==> src/sv/rba_pkg.sv <==
`timescale 1ns / 1ps
// ----------------------------------------------------------------------------
// rba_pkg
// Shared types and constants of the range bitmap allocator: codes, default
// sizes and the command and status bundles between controller and datapath.
// ----------------------------------------------------------------------------
package rba_pkg;

  localparam int IDX_W         = 16;
  localparam int OP_W          = 2;
  localparam int STAT_W        = 2;
  localparam int CFG_IDX_W     = 1;
  localparam int RBA_WORDS     = 64;
  localparam int RBA_WORD_BITS = 64;

  typedef enum logic [OP_W-1:0] {
    OP_GET   = 2'd0,
    OP_SET   = 2'd1,
    OP_CLEAR = 2'd2,
    OP_FIND  = 2'd3
  } rba_op_e;

  typedef enum logic [STAT_W-1:0] {
    RBA_OK    = 2'd0,
    RBA_RANGE = 2'd1,
    RBA_FULL  = 2'd2
  } rba_status_e;

  typedef enum logic [CFG_IDX_W-1:0] {
    CFG_MIN_INDEX = 1'd0,
    CFG_MAX_INDEX = 1'd1
  } rba_cfg_e;

  typedef enum logic [2:0] {
    RES_NONE,
    RES_RANGE,
    RES_OK,
    RES_GET,
    RES_FOUND,
    RES_FULL
  } rba_res_sel_e;

  typedef struct packed {
    logic         capture;
    logic         clr_step;
    logic         mul;
    logic         split;
    logic         ram_re;
    logic         scan_init;
    logic         scan_next;
    logic         wr_word;
    rba_res_sel_e res_sel;
    logic         out_load;
  } rba_cmd_t;

  typedef struct packed {
    logic clr_last;
    logic range_ok;
    logic is_find;
    logic in_range;
    logic is_get;
    logic scan_hit;
    logic scan_in_span;
    logic scan_end;
    logic out_free;
  } rba_stat_t;

endpackage

==> src/sv/rba_ctrl.sv <==
`timescale 1ns / 1ps
// ----------------------------------------------------------------------------
// rba_ctrl
// Sequencer: clearing pass, request intake, read-modify-write, word scan
// for find and hand-off of the result to the output register.
// ----------------------------------------------------------------------------
module rba_ctrl
  import rba_pkg::*;
(
  input  logic      clk_i,
  input  logic      rst_ni,
  input  logic      req_valid_i,
  output logic      req_ready_o,
  input  rba_stat_t stat_i,
  output rba_cmd_t  cmd_o
);

  typedef enum logic [8:0] {
    S_CLEAR   = 9'b000000001,
    S_IDLE    = 9'b000000010,
    S_MUL     = 9'b000000100,
    S_SPLIT   = 9'b000001000,
    S_READ    = 9'b000010000,
    S_MODIFY  = 9'b000100000,
    S_SCAN_RD = 9'b001000000,
    S_SCAN_EV = 9'b010000000,
    S_DONE    = 9'b100000000
  } rba_state_e;

  rba_state_e state_q, state_d;

  always_ff @(posedge clk_i or negedge rst_ni) begin
    if (!rst_ni) begin
      state_q <= S_CLEAR;
    end else begin
      state_q <= state_d;
    end
  end

  always_comb begin
    state_d     = state_q;
    cmd_o       = '0;
    cmd_o.res_sel = RES_NONE;
    req_ready_o = 1'b0;
    case (state_q)
      S_CLEAR: begin
        cmd_o.clr_step = 1'b1;
        if (stat_i.clr_last) begin
          state_d = S_IDLE;
        end
      end
      S_IDLE: begin
        req_ready_o = 1'b1;
        if (req_valid_i) begin
          cmd_o.capture = 1'b1;
          state_d       = S_MUL;
        end
      end
      S_MUL: begin
        cmd_o.mul = 1'b1;
        if (!stat_i.range_ok) begin
          cmd_o.res_sel = RES_RANGE;
          state_d       = S_DONE;
        end else if (stat_i.is_find) begin
          cmd_o.scan_init = 1'b1;
          state_d         = S_SCAN_RD;
        end else if (!stat_i.in_range) begin
          cmd_o.res_sel = RES_RANGE;
          state_d       = S_DONE;
        end else begin
          state_d = S_SPLIT;
        end
      end
      S_SPLIT: begin
        cmd_o.split = 1'b1;
        state_d     = S_READ;
      end
      S_READ: begin
        cmd_o.ram_re = 1'b1;
        state_d      = S_MODIFY;
      end
      S_MODIFY: begin
        if (stat_i.is_get) begin
          cmd_o.res_sel = RES_GET;
        end else begin
          cmd_o.wr_word = 1'b1;
          cmd_o.res_sel = RES_OK;
        end
        state_d = S_DONE;
      end
      S_SCAN_RD: begin
        cmd_o.ram_re = 1'b1;
        state_d      = S_SCAN_EV;
      end
      S_SCAN_EV: begin
        if (stat_i.scan_hit) begin
          cmd_o.res_sel = stat_i.scan_in_span ? RES_FOUND : RES_FULL;
          state_d       = S_DONE;
        end else if (stat_i.scan_end) begin
          cmd_o.res_sel = RES_FULL;
          state_d       = S_DONE;
        end else begin
          cmd_o.scan_next = 1'b1;
          state_d         = S_SCAN_RD;
        end
      end
      S_DONE: begin
        if (stat_i.out_free) begin
          cmd_o.out_load = 1'b1;
          state_d        = S_IDLE;
        end
      end
      default: begin
        state_d = S_CLEAR;
      end
    endcase
  end

endmodule

==> config.mk <==
export PLATFORM = sky130hd
export DESIGN_NAME = rba_ctrl
export DESIGN_NICKNAME = d
export VERILOG_FILES = /design/src/sv/rba_pkg.sv /design/src/sv/rba_ctrl.sv
export SDC_FILE = /design/constraint.sdc
export NUM_CORES = 1
export LEC_CHECK = 0
export ABC_AREA = 1
export BUFFER_PORTS_ARGS = -buffer_cell sky130_fd_sc_hd__buf_2
export CAP_MARGIN = 20
export CORE_MARGIN = 2
export CORE_UTILIZATION = 25
export DETAILED_ROUTE_END_ITERATION = 10
export PLACE_DENSITY = 0.44
export SLEW_MARGIN = 30
export SYNTH_ARGS = -nofsm -noshare
export SYNTH_HDL_FRONTEND = slang
export SYNTH_SLANG_ARGS = --single-unit
==> constraint.sdc <==
create_clock -name clk_i -period 3.1 [get_ports clk_i]
set_input_delay 0.155 -clock clk_i [delete_from_list [all_inputs] [get_ports clk_i]]
set_output_delay 0.155 -clock clk_i [all_outputs]
set_load 0.01 [all_outputs]
==> out/metrics.yaml <==
grt:
  global_route.usage.total_pct: 11.8
  globalRouteOverflowTotal: 0
  grt_antenna_before_repair: 0
  number_of_global_route_vias_before_repair: 585
  grt_first_pass_wirelength_um: 2450
  maximum_number_of_pins_on_one_net_before_global_route_repair: 10
cells_and_area:
  area_growth_syn_to_layout_pct: 29.7
  fin_nets: 133
  layout-drive-gt1-share_pct: 38.3
  final_cell_area_um2: 847
  reg.largest.list: "state_q x9"
  fin_cells: 150
  max_flop_register: "state_q"
  largest_reg_flops: 9
  insertedDiodeCount: 0
  fillerInstances: 292
setup_path:
  critical-path-slowest-cell: "dfrtp_1"
  critPathCaptureType: "output port"
  critical_path.top_delay_family: "simple AND/OR/NAND/NOR gates"
  crit_arrival_ns: 1.52
  worst-endpoint-required_ns: 2.94
  max_stage_delay_ns: 0.40
  chain_of_cells_forming_the_critical_path: "nor2_2 -> nand2_4 -> nor3_4 -> inv_1 -> nor2_1 -> buf_2"
  path_class: "reg2out"
  critical_path_peak_fanout: 6
  critPathBufInv: 2
  start_kind: "flip-flop"
clock_tree:
  tritoncts: "done"
  cts_max_path_buffers: 2
  cts_resized: 0
  cts_h_tree_lvls: 1
  cts_buffers: 3
  cts.clk_slew.worst_paths_ns: 0.06
  post-cts-setup-buffer-count: 0
  clock_tree.root_cell: "clkbuf_4"
  cts_num_sinks: 9
  clock_latency_ns: 0.26
  cts_hold_repair.buffers: 1
synth:
  async_flop_share_pct: 100
  netlist_area_um2: 653
  synth_top_area_cell: "dfrtp_1"
  yosysWarnings: 0
  syn_nets: 103
  seq_area_frac_synth_pct: 34.7
  synth_flop_cell: "dfrtp_1"
  post_synth.cell_area_avg_um2: 7.18
  synthDistinctLibCells: 22
  area_share_of_the_largest_cell_type_after_synthesis_pct: 30.7
  ys_top_cells_by_count: "nor2_1 (18), nand2_1 (17), inv_1 (16)"
  synth_edf_count: 0
  synthTopCellsByArea: "dfrtp_1 (31%), nor2_1 (10%), nand2_1 (9.8%)"
  syn-instance-count: 91
  yosys.cell_count.top_type: "nor2_1"
  synth.ff_latch_count: 9
sta:
  max_freq_ghz: 0.597
  hold_violation_count_in_the_final_report: 0
  rsz0062_at_grt: "false"
  finalSetupTns_ns: 0
  final_max_slew_viol_count: 0
  clock_skew_ns: 0.00121
  period_minus_slack_ns: 1.67
  relSlewSlack_pct: 83.0
  fin_crit_sh_pct: 54.0
  worst_tran_pin_value_ns: 0.255
  setup_viol: 0
  final.hold.worst_slack_ns: 0.140
detailed_routing:
  via_per_inst: 4.24
  total_number_of_vias: 636
  detail-route-antenna-nets: 0
  drt-wirelength-per-cell_um: 9.64
  detailed_router_iteration_count_before_antenna_repair: 4
  drc: 0
  drt_wl_total_um: 1450
  drt-initial-drc-count: 6
placed_design:
  routabilityCongestion: 0.722
  placed_cell_area_um2: 811
  i_o_buffers: 24
  post-dp-hpwl_um: 1250
  placed_cells: 145
die:
  die-height_um: 55.1
  num_rows: 18
  io_pins: 25
  start_util_pct: 26.4
  die_area_um2: 3040
  floorplan.core_area_um2: 2480
  die_x_um: 55.1
power_and_ir_drop:
  power_density_nw_per_um2: 579
  netSwitchingPower_mw: 0.212
  fraction_of_power_consumed_by_combinational_cells_pct: 47.4
  vdd.ir_drop.worst_mv: 0.244
  power.sequential.fraction_pct: 33.4
  swShare_pct: 43.2
  p_int_mw: 0.278
  pwr-share-clk_pct: 19.2
  p_leak_nw: 0.470
run:
  cap_violations: 0
outcome:
  run_status: "complete, no violations"
min_path:
  timing.hold.worst.class: "in2reg"
## tightest hold or removal path, delay by kind of cell
family                 cells  cell delay (ns)
buffers and inverters      2             0.10
AND/OR/NAND/NOR            2             0.15
## area by class of cell
class / count / area (µm²) / area share [%]
clock buffer: 4 / 26.3 / 3.10
timing repair buffer: 25 / 130 / 15.4
inverter: 18 / 67.6 / 7.98
sequential: 9 / 226 / 26.7
multi-input combinational: 64 / 359 / 42.4
tap: 30 / 37.5 / 4.43
## power by group through the flow
stage,registers (mW),clock network (mW),logic [mW]
floorplan,0.162,0,0.181
global placement,0.167,0,0.239
detailed placement,0.166,0,0.236
CTS,0.164,0.0989,0.237
global route,0.168,0.104,0.269
finish,0.164,0.0943,0.232
## stage by stage
stage	power [mW]	utilization [%]	worst slack, ns
after floorplan	0.343	-	1.76
after global placement	0.406	32.7	1.68
after detailed placement	0.402	32.7	1.70
after CTS	0.500	34.2	1.39
after global routing	0.540	34.2	1.26
final	0.490	34.2	1.43
## logic make-up (layout without fill, tap and decap cells)
family,Yosys count,in the layout,share of synthesized area [%]
simple gates,59,59,49.8
buf+inv,18,47,10.3
flops,9,9,34.7
compound gates,5,5,5.17
## cell usage in the layout (no fill, tap or decap)
cell           synthesis  layout
a21oi_1                1       1
inv_2                  2       2
or2_2                  1       1
nor2_4                 2       2
nor3b_1                1       1
o22ai_1                1       1
o21ai_0                1       1
dfrtp_1                8       8
clkbuf_4               0       3
nand3_2                1       1
nand3_1                7       7
nand2_2                2       2
dlygate4sd3_1          0       1
inv_1                 16      16
nand2_4                2       2
buf_2                  0      24
nand3b_1               1       1
dfstp_2                1       1
nor3_4                 2       2
nand2_1               17      17
nand4_1                1       1
nor2_2                 3       3
nor3b_2                1       1
a21oi_2                2       2
nor2_1                18      18
clkbuf_1               0       1
## worst paths after layout
kind	start	end	slack (ns)	cells past startpoint
setup reg to reg	state_q[5]	state_q[2]	1.83	6
hold / removal	stat_i[8]	state_q[0]	0.14	4
max in group asynchronous	rst_ni	state_q[0]	2.58	2
setup / recovery	state_q[5]	cmd_o[11]	1.43	6
min in group asynchronous	rst_ni	state_q[6]	0.27	2
hold reg to reg	state_q[6]	state_q[7]	0.62	2
## per-layer routing
metal / vias to the layer above / GRT usage, % / share of wire, % / routed length [µm]
li1: 336 / - / - / -
met1: 270 / 15.0 / 47 / 679
met2: 26 / 17.7 / 43 / 620
met3: 4 / 1.61 / 7.1 / 102
met4: 0 / 9.76 / 3.0 / 44
met5: - / 0 / 0 / 0
Note: power is estimated with default switching activity, not from simulation.
