File: src/sv/rba_pkg.sv
`timescale 1ns / 1ps
// ----------------------------------------------------------------------------
// rba_pkg
// Shared types and constants of the range bitmap allocator: codes, default
// sizes and the command and status bundles between controller and datapath.
// ----------------------------------------------------------------------------
package rba_pkg;

  localparam int IDX_W         = 16;
  localparam int OP_W          = 2;
  localparam int STAT_W        = 2;
  localparam int CFG_IDX_W     = 1;
  localparam int RBA_WORDS     = 64;
  localparam int RBA_WORD_BITS = 64;

  typedef enum logic [OP_W-1:0] {
    OP_GET   = 2'd0,
    OP_SET   = 2'd1,
    OP_CLEAR = 2'd2,
    OP_FIND  = 2'd3
  } rba_op_e;

  typedef enum logic [STAT_W-1:0] {
    RBA_OK    = 2'd0,
    RBA_RANGE = 2'd1,
    RBA_FULL  = 2'd2
  } rba_status_e;

  typedef enum logic [CFG_IDX_W-1:0] {
    CFG_MIN_INDEX = 1'd0,
    CFG_MAX_INDEX = 1'd1
  } rba_cfg_e;

  typedef enum logic [2:0] {
    RES_NONE,
    RES_RANGE,
    RES_OK,
    RES_GET,
    RES_FOUND,
    RES_FULL
  } rba_res_sel_e;

  typedef struct packed {
    logic         capture;
    logic         clr_step;
    logic         mul;
    logic         split;
    logic         ram_re;
    logic         scan_init;
    logic         scan_next;
    logic         wr_word;
    rba_res_sel_e res_sel;
    logic         out_load;
  } rba_cmd_t;

  typedef struct packed {
    logic clr_last;
    logic range_ok;
    logic is_find;
    logic in_range;
    logic is_get;
    logic scan_hit;
    logic scan_in_span;
    logic scan_end;
    logic out_free;
  } rba_stat_t;

endpackage

File: src/sv/rba_ram.sv
`timescale 1ns / 1ps
// ----------------------------------------------------------------------------
// rba_ram
// Generic single-write, single-read RAM with registered read data.
// ----------------------------------------------------------------------------
module rba_ram
  import rba_pkg::*;
#(
  parameter int  WIDTH = RBA_WORD_BITS,
  parameter int  DEPTH = RBA_WORDS,
  localparam int AW    = (DEPTH > 1) ? $clog2(DEPTH) : 1
) (
  input  logic             clk_i,
  input  logic             we_i,
  input  logic [AW-1:0]    waddr_i,
  input  logic [WIDTH-1:0] wdata_i,
  input  logic             re_i,
  input  logic [AW-1:0]    raddr_i,
  output logic [WIDTH-1:0] rdata_o
);

  logic [WIDTH-1:0] mem_q [DEPTH];
  logic [WIDTH-1:0] rdata_q;

  always_ff @(posedge clk_i) begin
    if (we_i) begin
      mem_q[waddr_i] <= wdata_i;
    end
    if (re_i) begin
      rdata_q <= mem_q[raddr_i];
    end
  end

  assign rdata_o = rdata_q;

endmodule

File: src/sv/rba_dpath.sv
`timescale 1ns / 1ps
// ----------------------------------------------------------------------------
// rba_dpath
// Datapath: range registers, request capture, offset split into word and
// bit by reciprocal multiply, bitmap RAM, free-bit search and result
// registers.
// ----------------------------------------------------------------------------
module rba_dpath
  import rba_pkg::*;
#(
  parameter int WORDS     = RBA_WORDS,
  parameter int WORD_BITS = RBA_WORD_BITS
) (
  input  logic                 clk_i,
  input  logic                 rst_ni,
  input  logic                 cfg_we_i,
  input  logic [CFG_IDX_W-1:0] cfg_idx_i,
  input  logic [IDX_W-1:0]     cfg_wdata_i,
  input  logic [OP_W-1:0]      req_op_i,
  input  logic [IDX_W-1:0]     req_bit_index_i,
  output logic                 rsp_valid_o,
  input  logic                 rsp_ready_i,
  output logic [STAT_W-1:0]    rsp_status_o,
  output logic                 rsp_bit_value_o,
  output logic [IDX_W-1:0]     rsp_found_index_o,
  input  rba_cmd_t             cmd_i,
  output rba_stat_t            stat_o
);

  localparam int          AW          = (WORDS > 1) ? $clog2(WORDS) : 1;
  localparam int          BW          = $clog2(WORD_BITS);
  localparam int          SPAN_W      = IDX_W + 1;
  localparam int unsigned CAP         = WORDS * WORD_BITS;
  localparam int          RECIP_SHIFT = IDX_W + BW;
  localparam longint      RECIP       = ((64'd1 << RECIP_SHIFT) + WORD_BITS - 1) / WORD_BITS;
  localparam int          RECIP_W     = IDX_W + 2;
  localparam int          PROD_W      = IDX_W + RECIP_W;

  logic [IDX_W-1:0]     min_q, max_q;
  logic [OP_W-1:0]      op_q;
  logic [IDX_W-1:0]     idx_q;
  logic [PROD_W-1:0]    prod_q;
  logic [AW-1:0]        addr_q;
  logic [BW-1:0]        bit_q;
  logic [SPAN_W-1:0]    base_q;
  logic [STAT_W-1:0]    res_status_q;
  logic                 res_bit_q;
  logic [IDX_W-1:0]     res_found_q;
  logic                 out_valid_q;
  logic [STAT_W-1:0]    out_status_q;
  logic                 out_bit_q;
  logic [IDX_W-1:0]     out_found_q;

  logic [SPAN_W-1:0]    span;
  logic [IDX_W-1:0]     offset;
  logic [PROD_W-1:0]    prod_d;
  logic [IDX_W-1:0]     quot;
  logic [IDX_W-1:0]     rem;
  logic [WORD_BITS-1:0] rdata;
  logic [WORD_BITS-1:0] wmask;
  logic [WORD_BITS-1:0] wdata;
  logic                 ram_we;
  logic [BW-1:0]        zero_pos;
  logic [SPAN_W-1:0]    scan_off;
  logic [SPAN_W-1:0]    next_base;

  // range registers
  always_ff @(posedge clk_i or negedge rst_ni) begin
    if (!rst_ni) begin
      min_q <= IDX_W'(0);
      max_q <= IDX_W'(4095);
    end else if (cfg_we_i) begin
      case (cfg_idx_i)
        CFG_MIN_INDEX: min_q <= cfg_wdata_i;
        CFG_MAX_INDEX: max_q <= cfg_wdata_i;
        default: ;
      endcase
    end
  end

  assign span   = SPAN_W'({1'b0, max_q} - {1'b0, min_q} + SPAN_W'(1));
  assign offset = idx_q - min_q;
  assign prod_d = PROD_W'(offset) * PROD_W'(RECIP);
  assign quot   = IDX_W'(prod_q >> RECIP_SHIFT);
  assign rem    = offset - IDX_W'(quot * WORD_BITS);

  assign stat_o.range_ok = (min_q <= max_q) && (span <= SPAN_W'(CAP));
  assign stat_o.in_range = (idx_q >= min_q) && (idx_q <= max_q);
  assign stat_o.is_find  = (op_q == OP_FIND);
  assign stat_o.is_get   = (op_q == OP_GET);
  assign stat_o.clr_last = (addr_q == AW'(WORDS - 1));
  assign stat_o.out_free = !out_valid_q || rsp_ready_i;

  // request and split registers
  always_ff @(posedge clk_i) begin
    if (cmd_i.capture) begin
      op_q  <= req_op_i;
      idx_q <= req_bit_index_i;
    end
    if (cmd_i.mul) begin
      prod_q <= prod_d;
    end
    if (cmd_i.split) begin
      bit_q <= rem[BW-1:0];
    end
    if (cmd_i.scan_init) begin
      base_q <= '0;
    end else if (cmd_i.scan_next) begin
      base_q <= next_base;
    end
  end

  // word address, doubles as clearing pass counter
  always_ff @(posedge clk_i or negedge rst_ni) begin
    if (!rst_ni) begin
      addr_q <= '0;
    end else if (cmd_i.split) begin
      addr_q <= quot[AW-1:0];
    end else if (cmd_i.scan_init) begin
      addr_q <= '0;
    end else if (cmd_i.clr_step || cmd_i.scan_next) begin
      addr_q <= addr_q + AW'(1);
    end
  end

  assign wmask  = WORD_BITS'(1) << bit_q;
  assign wdata  = cmd_i.clr_step ? '0 :
                  (op_q == OP_SET) ? (rdata | wmask) : (rdata & ~wmask);
  assign ram_we = cmd_i.clr_step || cmd_i.wr_word;

  rba_ram #(
    .WIDTH (WORD_BITS),
    .DEPTH (WORDS)
  ) u_ram (
    .clk_i   (clk_i),
    .we_i    (ram_we),
    .waddr_i (addr_q),
    .wdata_i (wdata),
    .re_i    (cmd_i.ram_re),
    .raddr_i (addr_q),
    .rdata_o (rdata)
  );

  // lowest zero bit of the word just read
  always_comb begin
    zero_pos = '0;
    for (int i = WORD_BITS - 1; i >= 0; i--) begin
      if (!rdata[i]) begin
        zero_pos = BW'(i);
      end
    end
  end

  assign scan_off            = base_q + SPAN_W'(zero_pos);
  assign next_base           = base_q + SPAN_W'(WORD_BITS);
  assign stat_o.scan_hit     = ~&rdata;
  assign stat_o.scan_in_span = (scan_off < span);
  assign stat_o.scan_end     = (next_base >= span);

  always_ff @(posedge clk_i) begin
    case (cmd_i.res_sel)
      RES_NONE: ;
      RES_RANGE: begin
        res_status_q <= RBA_RANGE;
        res_bit_q    <= 1'b0;
        res_found_q  <= '0;
      end
      RES_OK: begin
        res_status_q <= RBA_OK;
        res_bit_q    <= 1'b0;
        res_found_q  <= '0;
      end
      RES_GET: begin
        res_status_q <= RBA_OK;
        res_bit_q    <= rdata[bit_q];
        res_found_q  <= '0;
      end
      RES_FOUND: begin
        res_status_q <= RBA_OK;
        res_bit_q    <= 1'b0;
        res_found_q  <= min_q + scan_off[IDX_W-1:0];
      end
      RES_FULL: begin
        res_status_q <= RBA_FULL;
        res_bit_q    <= 1'b0;
        res_found_q  <= '0;
      end
      default: ;
    endcase
    if (cmd_i.out_load) begin
      out_status_q <= res_status_q;
      out_bit_q    <= res_bit_q;
      out_found_q  <= res_found_q;
    end
  end

  always_ff @(posedge clk_i or negedge rst_ni) begin
    if (!rst_ni) begin
      out_valid_q <= 1'b0;
    end else if (cmd_i.out_load) begin
      out_valid_q <= 1'b1;
    end else if (rsp_ready_i) begin
      out_valid_q <= 1'b0;
    end
  end

  assign rsp_valid_o       = out_valid_q;
  assign rsp_status_o      = out_status_q;
  assign rsp_bit_value_o   = out_bit_q;
  assign rsp_found_index_o = out_found_q;

endmodule

File: config.mk
export PLATFORM = sky130hd
export DESIGN_NAME = rba_dpath
export DESIGN_NICKNAME = d
export VERILOG_FILES = /design/src/sv/rba_pkg.sv /design/src/sv/rba_ram.sv /design/src/sv/rba_dpath.sv
export SDC_FILE = /design/constraint.sdc
export NUM_CORES = 2
export LEC_CHECK = 0
export BUFFER_PORTS_ARGS = -buffer_cell sky130_fd_sc_hd__buf_2
export CAP_MARGIN = 40
export CORE_MARGIN = 2
export CORE_UTILIZATION = 55
export DETAILED_ROUTE_END_ITERATION = 10
export PLACE_DENSITY = 0.74
export SLEW_MARGIN = 5
export SYNTH_ARGS = -nofsm -noshare
export SYNTH_HDL_FRONTEND = slang
export SYNTH_HIERARCHICAL = 1
export SYNTH_SLANG_ARGS = --single-unit
File: constraint.sdc
create_clock -name clk_i -period 6.05 [get_ports clk_i]
set_input_delay 0.9075 -clock clk_i [delete_from_list [all_inputs] [get_ports clk_i]]
set_output_delay 0.9075 -clock clk_i [all_outputs]
set_load 0.03 [all_outputs]
==> results by group <==
Critical path
  • R2R setup slack: 1120 ps
  • Worst Setup EP: stat_o[2]
  • R2R depth: 17
  • R2r endpoint: res_found_q[14]$_SDFFCE_PP0P_
  • Setup crit start: max_q[1]$_DFFE_PN1P_
  • CP max FO: 3
  • Crit Path Class: register to primary output
  • Crit path DAT: 5080 ps
  • RR Startpoint: u_ram/rdata_o[62]$_DFFE_PP_
  • CP Data Required Time: 5140 ps
  • Endpoint class of the critical path: primary output
  • CP Launch Type: register

Floorplan
  • Die ar.: 309,000 um^2
  • Initial Utilization: 55.3%
  • Die H: 556 um
  • I/O Pins: 80
  • Core ar.: 303,000 um^2
  • Std-Cell Rows: 202
  • Die span in x: 556 um

Pwr
  • Reg power frac: 47.4%
  • Pwr Density: 392 nW/um^2
  • VDD IR max: 0.000300 V
  • Pint: 54.6 mW
  • LEAKAGE: 60.6 nW
  • Logic pwr share: 18.0%
  • Clock network fraction of design power: 34.6%
  • Net Switching: 20.3 mW
  • Sw Share: 27.1%

Clocking
  • Clk sink count: 4,278
  • Clock-pin slew on the worst setup and hold paths: 60 ps
  • Cts hold-fix bufs: 0
  • CTS Buf Count: 416
  • CTS Root Cell: clkbuf_16
  • H-tree depth: 5
  • Skew-Pair Late Insertion Delay: 1010 ps
  • CTS tree: yes
  • Max Buffers Root-to-Sink: 4

Global route
  • Vias in the first global route: 87,746
  • Congestion Overflow GR: 0
  • Largest net degree at the start of global routing: 124
  • First-pass GRT wire length: 657 mm
  • Initial antenna violation count: 23
  • Total track usage: 30.2%

Routing
  • WL per Instance: 36.6 um
  • Total routed wirelength: 466 mm
  • DR vias: 88,234
  • Residual DRC: 0
  • Iter 0 DRT Violations: 13,817
  • Via-to-Cell Ratio: 6.94
  • Final ANT Viol Nets: 0
  • 1st-pass router iterations: 6

Synthesis
  • Post-synth EDFFs: 4,228
  • Leading area contributor after synthesis: edfxtp_1
  • Yosys warnings: 6
  • Synth top area cells: edfxtp_1, mux4_2, ha_1
  • Yosys top cell area share: 75.7%
  • Sequential area share after synthesis: 76.4%
  • Syn nets: 8,055
  • Yosys reg bits: 4,278
  • Mapped cell area: 168,000 um^2
  • Avg Inst Size Synth: 21.3 um^2
  • Unique masters post-synth: 69
  • Top FF cell, synth: edfxtp_1
  • Ys async rst share: 0.912%
  • Synth Instances: 7,878

STA
  • Final min period: 5990 ps
  • Max_slew headroom: 34.0%
  • Max-slew violation count: 0
  • Final setup vio count: 0
  • Tcrit/Tclk final: 99.0%
  • RSZ-0062 raised after global routing: yes
  • Fmax: 167 MHz
  • Tightest Pin Transition: 991 ps
  • Final Skew: 58.7 ps
  • Final hold violation count: 0

Placement
  • GP Congestion: 0.902
  • # placed instances: 11,915
  • DPL Wire Length: 262 mm
  • Buffers on Ports: 79

Cells and area
  • Layout cells sized above 1: 27.4%
  • Fin cells: 12,714
  • Area delta synth->final: 13.8%
  • Fin util: 62.9%
  • Commonest cells after routing, fill and taps aside: edfxtp_1, mux4_2, clkbuf_16, buf_4, nand2_1
  • Commonest non-fill, non-tap cell in the layout: edfxtp_1
  • Final nets: 8,544

Worst hold path
  • Hold WC Path Type: primary input to asynchronous set/reset pin

Status
  • Outcome: finished, final reports clean

Job
  • MaxCap Viol Count: 0
## sequential cells by signal, summed over array words and instances (netlist names), 11 cells and up
register / flops
rsp_found_index_o: 16
min_q: 16
u_ram/rdata_o: 64
max_q: 16
idx_q: 16
u_ram/mem_q: 4096
base_q: 11
res_found_q: 16
## cell usage after synthesis (10+ instances only)
master,number
mux4_2,1031
and3_1,77
a2bb2oi_1,21
a22o_1,95
or2_2,40
buf_1,23
nor3_1,36
dfrtp_1,27
mux2i_1,137
clkbuf_1,190
nor2_1,208
o22ai_1,85
nand2b_1,30
nand3_1,120
o31ai_1,10
dfstp_2,12
a41oi_1,27
a31oi_1,32
edfxtp_1,4228
o21ai_0,77
buf_2,170
a211oi_1,75
inv_1,84
nor4_1,11
o21a_1,13
nand2_1,243
a22oi_1,168
buf_4,34
a21o_1,15
or3_1,37
dfxtp_1,11
mux2_2,17
ha_1,123
o221ai_1,40
xnor2_1,21
a21oi_1,112
nor2b_1,44
xor2_1,32
nand4_1,35
mux4_1,14
## metal layers
layer,up-vias,wire length (um),global-route usage (%)
met5,-,161,0
met4,20,22600,12.6
met3,1156,61200,8.27
met2,6622,217000,46.6
met1,46214,165000,41.1
li1,34222,-,-
## through the flow
stage / area, um^2 / TNS [ps] / worst slack (ps) / hold WS [ps] / power (mW)
after global routing: 191000 / -162 / -162 / 55.1 / 76.9
after detailed placement: 177000 / 0 / 375 / 405 / 49.1
final: 191000 / 0 / 59.5 / 28.9 / 74.9
after floorplan: 168000 / 0 / 1030 / 400 / 44.0
after CTS: 191000 / -25.7 / -25.7 / 8.65 / 74.9
after global placement: 176000 / 0 / 190 / 403 / 48.7
## power by group through the flow
stage	Clock, mW	Sequential (mW)	Combinational (mW)
6_report	25.9	35.5	13.5
5_1_grt	27.3	35.6	14.1
4_1_cts	26.2	35.5	13.2
3_5_place_dp	0	36.1	13.0
3_3_place_gp	0	36.0	12.7
2_1_floorplan	0	36.1	7.98
## worst max-delay path: stages, from the launching register on
cell and delay [ps]:
dfstp_2 540, inv_2 60, ha_4 230, inv_2 60, ha_4 120, inv_1 50, fa_2 370, nor2b_4 170
o2111ai_4 140, a311oi_2 270, nor4_1 80, a311oi_1 250, buf_4 180, ha_4 120, nand2_2 60, buf_4 140
nor4_4 150, buf_4 160, o21ai_0 70, o21ai_1 140, a31oi_1 130, and3_1 190, a21bo_2 260, buf_6 150
## logic make-up after synthesis
kind of cell	Yosys count	synth area share [%]
buf+inv	509	1.38
xor+xnor	53	0.277
simple gates	903	2.59
compound gates	810	3.42
fa+ha+maj	126	0.953
flops	4278	76.4
mux	1199	15.0
## worst min-delay path by stage
stage | startpoint | endpoint | cells after the start
final | rst_ni | min_q[10]$_DFFE_PN0P_ | 2
after global routing | rst_ni | min_q[13]$_DFFE_PN0P_ | 2
after global placement | res_found_q[14]$_SDFFCE_PP0P_ | rsp_found_index_o[14]$_DFFE_PP_ | 0
after floorplan | res_bit_q$_SDFFCE_PP0P_ | rsp_bit_value_o$_DFFE_PP_ | 0
after detailed placement | res_found_q[11]$_SDFFCE_PP0P_ | rsp_found_index_o[11]$_DFFE_PP_ | 0
after CTS | rst_ni | min_q[10]$_DFFE_PN0P_ | 2
## final cells by class
type                            instances  area, um^2
Inverter                               84         315
Clock inverter                        264        2900
Antenna cell                           22        55.1
Timing Repair Buffer                  496        4840
Sequential cell                      4278      128000
Fill cell                           19562      112000
Tap cell                             3978        4980
Clock buffer                          501       10800
Multi-Input combinational cell       3091       38800
## repair_timing
| item | 4_1_cts | 5_1_grt |
|---|---|---|
| pin swaps | 14 | 16 |
| setup buffers | 6 | 2 |
| gates resized for setup | 34 | 20 |
| setup endpoints to repair | 2 | 2 |
Note: power is estimated with default switching activity, not from simulation.
